===== config.mk =====
export PLATFORM = sky130hd
export DESIGN_NAME = keypad_servo_angle_entry_unit
export DESIGN_NICKNAME = d
export VERILOG_FILES = /design/src/hdl/ksae_pkg.sv /design/src/hdl/keypad_servo_angle_entry_unit.sv
export VERILOG_INCLUDE_DIRS = /design/src /design/src/hdl
export SDC_FILE = /design/constraint.sdc
export NUM_CORES = 1
export LEC_CHECK = 0
export BUFFER_PORTS_ARGS = -buffer_cell sky130_fd_sc_hd__buf_2
export CORE_UTILIZATION = 60
export CTS_CLUSTER_SIZE = 25
export DETAILED_ROUTE_END_ITERATION = 10
export GPL_TIMING_DRIVEN = 1
export PLACE_DENSITY_LB_ADDON = 0.12
export SLEW_MARGIN = 20
export SYNTH_ARGS = -nofsm -noshare
export SYNTH_HDL_FRONTEND = slang
export SYNTH_SLANG_ARGS = --single-unit

===== constraint.sdc =====
create_clock -name clock -period 19.6 [get_ports clock]
set_clock_uncertainty 0.15 [all_clocks]
set_input_delay 2.94 -clock clock [delete_from_list [all_inputs] [get_ports clock]]
set_output_delay 2.94 -clock clock [all_outputs]
set_load 0.05 [all_outputs]

===== src/hdl/keypad_servo_angle_entry_unit_defines.svh =====
// Assertion macros shared by the keypad angle entry logic.
`ifndef KEYPAD_SERVO_ANGLE_ENTRY_UNIT_DEFINES_SVH
`define KEYPAD_SERVO_ANGLE_ENTRY_UNIT_DEFINES_SVH

// Consequent must hold in the same cycle as the antecedent.
`define KSAE_ASSERT_NOW(name, pre, post, msg) \
   name: assert property (@(posedge clock) disable iff (reset) (pre) |-> (post)) \
      else $error(msg);

// Consequent must hold in the cycle after the antecedent.
`define KSAE_ASSERT_NEXT(name, pre, post, msg) \
   name: assert property (@(posedge clock) disable iff (reset) (pre) |=> (post)) \
      else $error(msg);

`endif


===== src/hdl/ksae_pkg.sv =====
package ksae_pkg;

   localparam int MAX_DIGITS = 3;
   localparam int CNT_W      = $clog2(MAX_DIGITS + 1);
   localparam int IDX_W      = (MAX_DIGITS > 1) ? $clog2(MAX_DIGITS) : 1;
   localparam int MAG_W      = $clog2(10 ** MAX_DIGITS);

   localparam logic [7:0] KEY_STAR = 8'h2A;
   localparam logic [7:0] KEY_HASH = 8'h23;
   localparam logic [7:0] KEY_ZERO = 8'h30;
   localparam logic [7:0] KEY_NINE = 8'h39;

   localparam logic [7:0] WIDTH_CENTER = 8'd150;
   localparam logic [7:0] WIDTH_MIN    = 8'd100;
   localparam logic [7:0] WIDTH_MAX    = 8'd200;
   localparam int         ANGLE_LIMIT  = 45;

   // floor(n / 9) == (n * 456) >> 12 for n up to 511
   localparam int RECIP_NINE  = 456;
   localparam int RECIP_SHIFT = 12;

   typedef enum logic [1:0] {
      MODE_IDLE   = 2'd0,
      MODE_FIRST  = 2'd1,
      MODE_SECOND = 2'd2
   } mode_type;

endpackage


===== src/hdl/keypad_servo_angle_entry_unit.sv =====
// Keypad servo angle entry: one ASCII key per item on the req_ channel, one
// result per item on the rsp_ channel carrying both servo widths (10 us
// ticks), the entry mode, the digits held and a reject flag for an enter key
// whose angle magnitude exceeds 45. Each item is handled by combinational logic
// ahead of the state registers, which also serve as the result register; a new
// item is taken every cycle as long as the pending result is taken in the same
// cycle (req_ready follows rsp_ready whenever a result is held), and rsp_valid is
// set in the cycle after an item is accepted.
`include "keypad_servo_angle_entry_unit_defines.svh"

module keypad_servo_angle_entry_unit
   import ksae_pkg::*;
(
   input  logic       clock,
   input  logic       reset,
   input  logic       req_valid,
   output logic       req_ready,
   input  logic [7:0] req_key_char,
   output logic       rsp_valid,
   input  logic       rsp_ready,
   output logic [7:0] rsp_servo_one_width,
   output logic [7:0] rsp_servo_two_width,
   output logic [1:0] rsp_entry_mode,
   output logic [1:0] rsp_digits_held,
   output logic       rsp_angle_rejected
);

   mode_type         mode_ff, mode_in;
   logic [CNT_W-1:0] count_ff, count_in;
   logic [3:0]       digits_ff [MAX_DIGITS];
   logic [3:0]       digits_in [MAX_DIGITS];
   logic [7:0]       servo_one_ff, servo_one_in;
   logic [7:0]       servo_two_ff, servo_two_in;
   logic             rejected_ff, rejected_in;
   logic             rsp_valid_ff, rsp_valid_in;

   logic             accept;
   logic             negative;
   logic [MAG_W-1:0] mag;
   logic             mag_ok;
   logic [9:0]       tenfold;
   logic [18:0]      scaled;
   logic [6:0]       offset;
   logic             add_offset;
   logic [8:0]       sum;
   logic [7:0]       width;

   assign req_ready = !rsp_valid_ff || rsp_ready;
   assign accept    = req_valid && req_ready;

   // parse held digits; a leading zero with more digits marks a negative angle
   always_comb begin
      negative = (digits_ff[0] == 4'd0) && (count_ff > CNT_W'(1));
      mag      = '0;
      for (int i = 0; i < MAX_DIGITS; i++) begin
         if ((CNT_W'(i) < count_ff) && !(negative && (i == 0))) begin
            mag = MAG_W'(mag * MAG_W'(10)) + MAG_W'(digits_ff[i]);
         end
      end
   end

   assign mag_ok     = (mag <= MAG_W'(ANGLE_LIMIT));
   assign tenfold    = 10'(mag[5:0]) * 10'd10;
   assign scaled     = 19'(tenfold) * 19'(RECIP_NINE);
   assign offset     = 7'(scaled >> RECIP_SHIFT);
   assign add_offset = negative ^ (mode_ff == MODE_SECOND);
   assign sum        = add_offset ? (9'(WIDTH_CENTER) + 9'(offset))
                                  : (9'(WIDTH_CENTER) - 9'(offset));

   always_comb begin
      if (sum < 9'(WIDTH_MIN)) begin
         width = WIDTH_MIN;
      end else if (sum > 9'(WIDTH_MAX)) begin
         width = WIDTH_MAX;
      end else begin
         width = sum[7:0];
      end
   end

   always_comb begin
      mode_in      = mode_ff;
      count_in     = count_ff;
      digits_in    = digits_ff;
      servo_one_in = servo_one_ff;
      servo_two_in = servo_two_ff;
      rejected_in  = 1'b0;
      if (req_key_char == KEY_STAR) begin
         mode_in      = MODE_FIRST;
         count_in     = '0;
         servo_one_in = WIDTH_CENTER;
         servo_two_in = WIDTH_CENTER;
      end else if (req_key_char == KEY_HASH) begin
         if (count_ff != '0) begin
            if (mag_ok) begin
               case (mode_ff)
                  MODE_FIRST: begin
                     servo_one_in = width;
                     mode_in      = MODE_SECOND;
                  end
                  MODE_SECOND: begin
                     servo_two_in = width;
                     mode_in      = MODE_IDLE;
                  end
                  default: begin
                  end
               endcase
            end else begin
               rejected_in = 1'b1;
            end
            count_in = '0;
         end
      end else if (req_key_char inside {[KEY_ZERO:KEY_NINE]}) begin
         if ((count_ff < CNT_W'(MAX_DIGITS)) && (mode_ff != MODE_IDLE)) begin
            digits_in[count_ff[IDX_W-1:0]] = req_key_char[3:0];
            count_in = count_ff + CNT_W'(1);
         end
      end
   end

   always_comb begin
      if (accept) begin
         rsp_valid_in = 1'b1;
      end else if (rsp_ready) begin
         rsp_valid_in = 1'b0;
      end else begin
         rsp_valid_in = rsp_valid_ff;
      end
   end

   always_ff @(posedge clock) begin
      if (reset) begin
         mode_ff      <= MODE_IDLE;
         count_ff     <= '0;
         servo_one_ff <= WIDTH_CENTER;
         servo_two_ff <= WIDTH_CENTER;
         rsp_valid_ff <= 1'b0;
      end else begin
         rsp_valid_ff <= rsp_valid_in;
         if (accept) begin
            mode_ff      <= mode_in;
            count_ff     <= count_in;
            servo_one_ff <= servo_one_in;
            servo_two_ff <= servo_two_in;
         end
      end
   end

   always_ff @(posedge clock) begin
      if (accept) begin
         digits_ff   <= digits_in;
         rejected_ff <= rejected_in;
      end
   end

   assign rsp_valid           = rsp_valid_ff;
   assign rsp_servo_one_width = servo_one_ff;
   assign rsp_servo_two_width = servo_two_ff;
   assign rsp_entry_mode      = mode_ff;
   assign rsp_digits_held     = count_ff[1:0];
   assign rsp_angle_rejected  = rejected_ff;

   `KSAE_ASSERT_NOW(a_idle_no_digits, mode_ff == MODE_IDLE, count_ff == '0,
      "digits held while idle")
   `KSAE_ASSERT_NOW(a_reject_clears, rsp_valid_ff && rejected_ff, count_ff == '0,
      "rejected angle left digits held")
   `KSAE_ASSERT_NOW(a_width_range, 1'b1,
      (servo_one_ff >= WIDTH_MIN) && (servo_one_ff <= WIDTH_MAX) &&
      (servo_two_ff >= WIDTH_MIN) && (servo_two_ff <= WIDTH_MAX),
      "servo width out of range")
   `KSAE_ASSERT_NEXT(a_star_centers, accept && (req_key_char == KEY_STAR),
      (mode_ff == MODE_FIRST) && (servo_one_ff == WIDTH_CENTER) &&
      (servo_two_ff == WIDTH_CENTER) && (count_ff == '0),
      "reset key did not center servos")
   `KSAE_ASSERT_NOW(a_no_overrun, rsp_valid_ff && !rsp_ready, !req_ready,
      "item accepted over a pending result")

endmodule


* After elaboration in Yosys (flattened, before gate mapping)
Cells that the tools add are included.
W data, S select, Z words.
** Word-level totals
- Bits in registers :: 34
- Logic and storage cells :: 99
** Cells by class
- Add/sub/neg operators :: 5
- $mul :: 4
- Order comparisons :: 12
- Eq/ne operators :: 5
- Multiplexer cells :: 32
- Bitwise gates (word level) :: 5
- Reduce and logical (&&, ||, !) cells :: 27
** Operators by type and width (count)
- $mux W8 :: 12
- $mux W10 :: 2
- $reduce_and A5 Y1 :: 4
- $mux W2 :: 9
- $eq A8 B6 Y1 const B :: 2
- $reduce_bool A2 Y1 :: 8
- $mul A9 B6 Y15 const B :: 1
- $bwmux W12 :: 1
- $add A10 B4 Y10 :: 1
- $le A10 B6 Y1 const B :: 1
- $mul A10 B3 Y9 const B :: 1
- $add A8 B4 Y9 :: 1
- $add A8 B7 Y9 const A :: 1
- $gt A9 B8 Y1 const B :: 1
- $lt A9 B7 Y1 const B :: 1
- $mul A6 B3 Y9 const B :: 1
- $mux W9 :: 1
- $reduce_bool A3 Y1 :: 3
- $sub A8 B7 Y9 const A :: 1
- $demux W4 S2 :: 1
- $ge A8 B6 Y1 const B :: 1
- $le A8 B6 Y1 const B :: 1
- $mux W4 :: 2
- $mul A4 B3 Y7 const B :: 1
- 21 further kinds :: 32

* Longest topological paths before layout
Gate-level depths: netlist (run 1).
- Depth in word-level cells :: 23
- Gate-level depth with buffers :: 42
- Mapped depth without buffers :: 39

* Worst setup path after synthesis (run 1)
Ideal clock, no wire load.
- Path kind :: register -> register
- Start point :: register count_ff[1], in the netlist rsp_digits_held[1]
- End point :: register servo_two_ff[2], in the netlist rsp_servo_two_width[2]
- Setup time :: 117 ps
- Arrival time :: 9798 ps
- Data required time :: 19333 ps
- Slack :: 9535 ps
- Cell stages (with the launch flop) :: 41
- Period minus slack after synthesis :: 10065 ps
- Cells stage by stage :: dfxtp_1 -> buf_6 -> clkbuf_8 -> o21a_1 -> ha_1 -> ha_1 -> and2_2 -> mux2_1 -> a211oi_2 -> xor2_1 -> nor2_1 -> ha_1 -> inv_1 -> fa_1 -> xor2_1 -> mux2i_1 -> xnor2_1 -> ha_1 -> [5 not listed] -> ha_1 -> ha_1 -> buf_6 -> a211o_1 -> or3_1 -> mux2_2 -> and2_4 -> ha_1 -> nand2_1 -> o21ai_0 -> a41oi_1 -> nand2_1 -> a21o_1 -> o21ai_0 -> xor2_1 -> o311a_1 -> or4_4 -> o22a_1
** Between the ends
- Longest elaborated chain between the ends :: 23
- Elaborated cells on any way between the ends :: 34
- Those cells by class :: add/sub (4); mul (4); order compare (7); mux (11); bitwise (1); reduce/logical (7)
** RTL lines
- start: declaration :: line keypad_servo_angle_entry_unit.sv:29 : logic [CNT_W-1:0] count_ff, count_in;
- start signal: assignment :: line keypad_servo_angle_entry_unit.sv:141 : count_ff <= count_in;
- $gt A2 B1 Y1 :: line keypad_servo_angle_entry_unit.sv:53 : negative = (digits_ff[0] == 4'd0) && (count_ff > CNT_W'(1));
- $logic_and A1 B1 Y1 :: line keypad_servo_angle_entry_unit.sv:53
- $logic_not A1 Y1 :: line keypad_servo_angle_entry_unit.sv:56 : if ((CNT_W'(i) < count_ff) && !(negative && (i == 0))) begin
- $logic_and A1 B1 Y1 :: line keypad_servo_angle_entry_unit.sv:56
- $mux W4 :: line keypad_servo_angle_entry_unit.sv:56
- $mul A4 B3 Y7 :: line keypad_servo_angle_entry_unit.sv:57 : mag = MAG_W'(mag * MAG_W'(10)) + MAG_W'(digits_ff[i]);
- $add A8 B4 Y9 :: line keypad_servo_angle_entry_unit.sv:57
- $mux W10 :: line keypad_servo_angle_entry_unit.sv:56
- [7 not listed]
- $gt A9 B8 Y1 :: line keypad_servo_angle_entry_unit.sv:73 : end else if (sum > 9'(WIDTH_MAX)) begin
- $mux W8 :: line keypad_servo_angle_entry_unit.sv:73
- $mux W8 :: line keypad_servo_angle_entry_unit.sv:71 : if (sum < 9'(WIDTH_MIN)) begin
- $mux W8 :: line keypad_servo_angle_entry_unit.sv:95 : case (mode_ff)
- $mux W8 :: line keypad_servo_angle_entry_unit.sv:94 : if (mag_ok) begin
- $mux W8 :: line keypad_servo_angle_entry_unit.sv:93 : if (count_ff != '0) begin
- $mux W8 :: line keypad_servo_angle_entry_unit.sv:92 : end else if (req_key_char == KEY_HASH) begin
- $mux W8 :: line keypad_servo_angle_entry_unit.sv:87 : if (req_key_char == KEY_STAR) begin
- end signal: assignment :: line keypad_servo_angle_entry_unit.sv:143 : servo_two_ff <= servo_two_in;
- end: declaration :: line keypad_servo_angle_entry_unit.sv:33 : logic [7:0] servo_two_ff, servo_two_in;
Several ways; a longest one is shown, not always the timed one. The select of a mux whose other input is x is not followed.
A chain may end at the register's enable or synchronous reset.

* Final worst setup path (run 1)
- Start point :: register count_ff[1], in the netlist rsp_digits_held[1]
- End point :: register servo_two_ff[3], in the netlist rsp_servo_two_width[3]
Same word-level chain as after synthesis.

==> impl_metrics.toml, run 1 <==
[clock_network]
cts_setup_buffers = 0
ctsRootBufferMaster = "clkbuf_8"
cts_tree = "built"
cts_buffers = 5
htree_levels = 2
clk_pin_slew_ns = 0.07
hold_buffers = 0
cts_buffer_depth = 2
cts_resized = 0
clock_sinks = 34
clock_latency_ns = 0.29

[finish]
antenna_cells = 0
mostFrequentLayoutCells = "ha_1 (69), inv_1 (43), nand2_1 (34), nor2_1 (34), buf_2 (34)"
seqCellArea_um2 = 811
layout-area-overhead-vs-synth_pct = 5.49
nNetsFinal = 635
fin_area_mm2 = 0.00476
multi_input_area_mm2 = 0.00340
instances_no_fill = 644
final_common_cell = "ha_1"
drive_above_1_share_pct = 13.8
fill_cells = 636

[critical_path]
crit_path_frequent_cell = "ha_1"
cp_data_required_time_ns = 19.65
slowest_delay_ns = 0.85
cp_slowest_cell = "dfxtp_1"
worstRegToRegCells = 37
r2r_start = "rsp_digits_held[1]$_SDFFE_PP0P_"
rrSetupSlack_ns = 8.73
worstReg2RegEnd = "rsp_servo_two_width[3]$_SDFFE_PP0P_"
critical_path_arrival_ns = 10.92
worstSetupEndpointType = "register"
startpoint_type = "register"
crit_fanout = 24
path_class = "register to register"

[logic_synthesis]
synthXorXnorAreaFrac_pct = 5.74
ys_types = 84
synthMuxAreaShare_pct = 2.80
yosysWarnings = 0
synth_edf_count = 13
async_flop_share_pct = 0
synth_seq_cells = 34
synthAdderAreaFrac_pct = 23.6
synth_compound_area_share_pct = 25.6
syn_area_per_cell_um2 = 8.68
syn_area_mm2 = 0.00451
syn_nets = 611
synth-main-ff-cell = "dfxtp_1"
synth_top_family_by_area = "compound AO/OA/AOI/OAI gates"
syn_inst = 520
yosys.area_share.simple_pct = 17.7
yosysSeqAreaShare_pct = 18.0

[status]
status = "complete, no violations"

[worst_hold_path]
hold_depth = 2
hold_end = "rsp_servo_one_width[3]$_SDFFE_PP0P_"
min_from = "rsp_servo_one_width[3]$_SDFFE_PP0P_"
hold_class = "register to register"

[placed_design]
postPlaceCellArea_mm2 = 0.00468
dp_cells = 636
gp_congestion = 0.926
dp_slack_ns = 8.84
io_buffers = 34
dp_hpwl_um = 8240

[detailed_routing]
drc = 0
wl_per_cell_um = 16.0
vias_per_cell = 6.29
drtIter0Drc = 225
vias = 4049
wirelength_um = 10300
dr.pass1.iters = 4
antenna_left = 0

[power]
p_int_uw = 100
p_leak_nw = 2.27
p_total_uw = 130
clock_power_share_pct = 37.5
p_per_area_mw_per_mm2 = 27.2
power_frac_seq_pct = 56.8
ir_drop_v = 0.0000450
p_comb_share_pct = 5.7
power_switching_uw = 29.3
p_sw_share_pct = 22.6

[sta]
drv_slew = 0
setup_violations = 0
max_freq_mhz = 92.0
hold_viol_final = 0
setup_slack_ns = 8.73
min_period_ns = 10.87
slew_headroom_pct = 41.6
tightestPinTransition_ns = 0.870
fin_crit_sh_pct = 55.5
fin_setup_tns_ns = 0
rsz0062_at_grt = "false"

[global_route]
antenna_found_initial = 0
grt_max_degree = 25
track_usage_pct = 27.1
grt-ovfl-total = 0
first_global_vias = 3631
grt_pass1_wl_um = 16800

[die]
start_util_pct = 62.2
core_mm2 = 0.00725
dieArea_mm2 = 0.00787
rows = 31
die_width_um = 88.7
io_pins = 35
die_h_um = 88.7

[flow_run]
maxCapViolations = 0
## how the worst max path moves through the flow
stage | from | end | slack (ns) | cells past startpoint
3_3_place_gp | rsp_digits_held[1]$_SDFFE_PP0P_ | rsp_servo_one_width[3]$_SDFFE_PP0P_ | 9.10 | 37
4_1_cts | rsp_digits_held[1]$_SDFFE_PP0P_ | rsp_servo_one_width[3]$_SDFFE_PP0P_ | 8.79 | 37
6_report | rsp_digits_held[1]$_SDFFE_PP0P_ | rsp_servo_two_width[3]$_SDFFE_PP0P_ | 8.73 | 37
2_1_floorplan | rsp_digits_held[1]$_SDFFE_PP0P_ | rsp_servo_two_width[2]$_SDFFE_PP1P_ | 9.53 | 40
5_1_grt | rsp_digits_held[1]$_SDFFE_PP0P_ | rsp_servo_two_width[3]$_SDFFE_PP0P_ | 7.94 | 35
3_5_place_dp | rsp_digits_held[1]$_SDFFE_PP0P_ | rsp_servo_two_width[3]$_SDFFE_PP0P_ | 8.84 | 37
## Yosys cell counts (all sizes together), types with 10 or more instances
library cell	instances	area, um^2
a211oi	10	80.1
ha	69	863
fa	10	200
nand2b	11	68.8
a21oi	35	183
nor2	34	128
xnor2	17	149
xor2	10	87.6
nand2	34	128
a21o	16	120
nand3	14	70.1
o21ai	27	154
edfxtp	13	390
inv	43	161
dfxtp	21	420
## sequential cells by signal, indices dropped and copies added, names as in the netlist
register / count
rsp_digits_held: 2
rsp_servo_one_width: 8
digits_ff: 12
rsp_angle_rejected: 1
rsp_servo_two_width: 8
rsp_valid: 1
rsp_entry_mode: 2
## power by group through the flow
stage / Combinational, mW / Sequential (mW) / Clock, mW
global route: 0.00798 / 0.0736 / 0.0527
floorplan: 0.00396 / 0.0760 / 0
global placement: 0.00714 / 0.0751 / 0
finish: 0.00737 / 0.0736 / 0.0486
detailed placement: 0.00725 / 0.0751 / 0
CTS: 0.00729 / 0.0736 / 0.0497
## worst max-delay path: cells and delay by family (launching register included)
| kind | cells | cell delay [ns] |
|---|---|---|
| and+or+nand+nor | 7 | 1.50 |
| AOI/OAI and AO/OA | 9 | 2.32 |
| DFF | 1 | 0.85 |
| buffers and inverters | 3 | 0.28 |
| muxes | 3 | 0.73 |
| xor gates and xnor gates | 5 | 1.14 |
| adders and majority gates | 10 | 3.76 |
## through the flow
| step | hold slack (ns) | utilization (%) |
|---|---|---|
| after floorplan | 0.521 | - |
| after global routing | 0.332 | 65.6 |
| after detailed placement | 0.302 | 64.5 |
| after global placement | 0.290 | 64.5 |
| after CTS | 0.318 | 65.6 |
| final | 0.322 | 65.6 |
## final cells by class
type,instances,share of cell area [%]
repair buffers,34,3.57
well taps,99,2.60
clock inverters,2,0.210
inverters,44,3.57
flip-flops and latches,34,17.0
multi-input cells,425,71.5
clock buffers,6,1.52
## routing by layer
layer  routed length, um  part of all wire [%]  vias up  track usage, %
li1                    -                     -     1982               -
met1                4840                    47     1953            37.0
met2                4960                    48       99            45.4
met3                 389                   3.8       15            4.10
met4                 125                   1.2        0            5.43
met5                   0                     0        -               0
## kinds of logic after synthesis
family	Yosys count
xor+xnor	28
compound gates	156
fa+ha+maj	79
mux	12
buf+inv	61
simple gates	150
flops	34
No activity file was read; power rests on OpenSTA's default activity.
==> run 2, diff against run 1 <==
ABC_AREA = 1   (was not set)
clock period = 11.3 ns   (was 19.6 ns; I/O delays follow)
==> impl_metrics.toml, run 2 <==
[finish]
final_common_cell = "nand2_1"
layout-area-overhead-vs-synth_pct = 8.84
largest_reg_flops = 12
fill_cells = 612
fin_area_mm2 = 0.00474
nNetsFinal = 753
seqCellArea_um2 = 811
antenna_cells = 0
largest-register = "digits_ff"
mostFrequentLayoutCells = "nand2_1 (147), inv_1 (107), ha_1 (69), nand3_1 (49), nor2_1 (40)"
multi_input_area_mm2 = 0.00309
drive_above_1_share_pct = 17.6
utilization_pct = 68.7

[critical_path]
cp_data_required_time_ns = 11.34
worstRegToRegCells = 48
path_class = "register to register"
crit_fanout = 18
crit_path_frequent_cell = "inv_1"
slowest_delay_ns = 0.68
worstSetupEndpointType = "register"
cp_slowest_cell = "dfxtp_1"
rrSetupSlack_ns = 2.27
critical_path_arrival_ns = 9.07
startpoint_type = "register"

[power]
ir_drop_v = 0.000133
p_leak_nw = 2.74
p_total_uw = 250
p_per_area_mw_per_mm2 = 52.8

[flow_run]
maxCapViolations = 0

[worst_hold_path]
hold_class = "register to register"
hold_depth = 2

[placed_design]
io_buffers = 34
dp_hpwl_um = 7590
postPlaceCellArea_mm2 = 0.00463
gp_congestion = 0.862

[clock_network]
hold_buffers = 0
cts_buffer_depth = 2
cts_buffers = 5
clk_pin_slew_ns = 0.07
cts_tree = "built"
htree_levels = 2
cts_setup_buffers = 0
clock_latency_ns = 0.28
clock_sinks = 34
ctsRootBufferMaster = "clkbuf_8"
cts_resized = 0

[status]
status = "complete, no violations"

[detailed_routing]
vias_per_cell = 5.16
drc = 0
vias = 3916
wirelength_um = 8970
wl_per_cell_um = 11.8
dr.pass1.iters = 5
antenna_left = 0
drtIter0Drc = 144

[global_route]
track_usage_pct = 25.1
grt_max_degree = 19
antenna_found_initial = 0
first_global_vias = 3543
grt_pass1_wl_um = 15400
grt-ovfl-total = 0

[logic_synthesis]
ys_types = 45
synth-main-ff-cell = "dfxtp_1"
synth_area_leader_cell = "ha_1"
synth_edf_count = 13
yosysMostFrequentCell = "nand2_1"
syn_nets = 715
syn_inst = 624
yosysWarnings = 0
syn_area_per_cell_um2 = 6.98
yosysSeqAreaShare_pct = 18.6
synth_seq_cells = 34
yosysTopAreaCellShare_pct = 19.8
async_flop_share_pct = 0
syn_area_mm2 = 0.00436
synth_area_leaders = "ha_1 (20%), nand2_1 (13%), dfxtp_1 (9.6%)"
yosys-top-cells-count = "nand2_1 (147), inv_1 (107), ha_1 (69), nand3_1 (49), nor2_1 (40)"

[sta]
rsz0062_at_grt = "false"
min_period_ns = 9.03
tightestPinTransition_ns = 0.623
drv_slew = 0
fin_crit_sh_pct = 79.9
fin_setup_tns_ns = 0
setup_violations = 0
max_freq_mhz = 111
slew_headroom_pct = 58.0
hold_viol_final = 0

[die]
start_util_pct = 63.1
die_h_um = 87.2
core_mm2 = 0.00691
dieArea_mm2 = 0.00761
io_pins = 35
rows = 30
die_width_um = 87.2
run 2: kinds of logic (layout without fill, tap and decap cells):
group,after synthesis,count (layout),share of synthesized area (%)
and+or+nand+nor,305,305,33.6
buffers and inverters,122,161,10.6
adders and majority gates,79,79,24.4
AOI/OAI and AO/OA,72,72,9.99
DFF,34,34,18.6
xor gates and xnor gates,12,12,2.84
run 2: routing by layer:
layer  vias to the layer above  part of all wire (%)  wire length, um  track usage (%)
li1                       2077                     -                -                -
met3                         8                   4.2              375             2.65
met2                        79                    48             4290             44.5
met4                         0                  0.72               65             4.62
met5                         -                     0                0                0
met1                      1752                    47             4240             33.3
run 2: area by class of cell:
class | instances | share of cell area (%)
well taps | 96 | 2.53
clock buffers | 5 | 1.45
clock inverters | 3 | 0.844
repair buffers | 34 | 3.59
multi-input cells | 468 | 65.1
inverters | 119 | 9.42
flip-flops and latches | 34 | 17.1
run 2: through the flow:
step	worst slack, ns	hold slack, ns	instances
finish	2.27	0.302	759
global route	1.42	0.329	759
CTS	2.28	0.305	759
detailed placement	2.29	0.288	751
global placement	2.67	0.284	751
floorplan	2.67	0.521	624
run 2: path summary, 6_finish.rpt:
| check | start | endpoint |
|---|---|---|
| worst min register to register | rsp_servo_two_width[0]$_SDFFE_PP0P_ | rsp_servo_two_width[0]$_SDFFE_PP0P_ |
| worst max-delay path | rsp_digits_held[1]$_SDFFE_PP0P_ | rsp_servo_two_width[4]$_SDFFE_PP1P_ |
| worst min-delay path | rsp_servo_two_width[0]$_SDFFE_PP0P_ | rsp_servo_two_width[0]$_SDFFE_PP0P_ |
| worst max register to register | rsp_digits_held[1]$_SDFFE_PP0P_ | rsp_servo_two_width[4]$_SDFFE_PP1P_ |
run 2: power breakdown:
part / switching [mW] / total [mW] / internal [mW]
Combinational: 0.0106 / 0.0154 / 0.00481
Sequential: 0.000256 / 0.128 / 0.127
Clock: 0.0426 / 0.107 / 0.0648
Total: 0.0534 / 0.250 / 0.197
run 2: critical path: cells and delay by family (launching register included):
| family | cells | cell delay, ns |
|---|---|---|
| adder cells (fa/ha/maj) | 10 | 3.77 |
| AND/OR/NAND/NOR | 23 | 2.39 |
| AO/OA/AOI/OAI | 4 | 0.69 |
| flip-flops | 1 | 0.68 |
| buffers and inverters | 9 | 0.65 |
| XOR/XNOR | 2 | 0.58 |
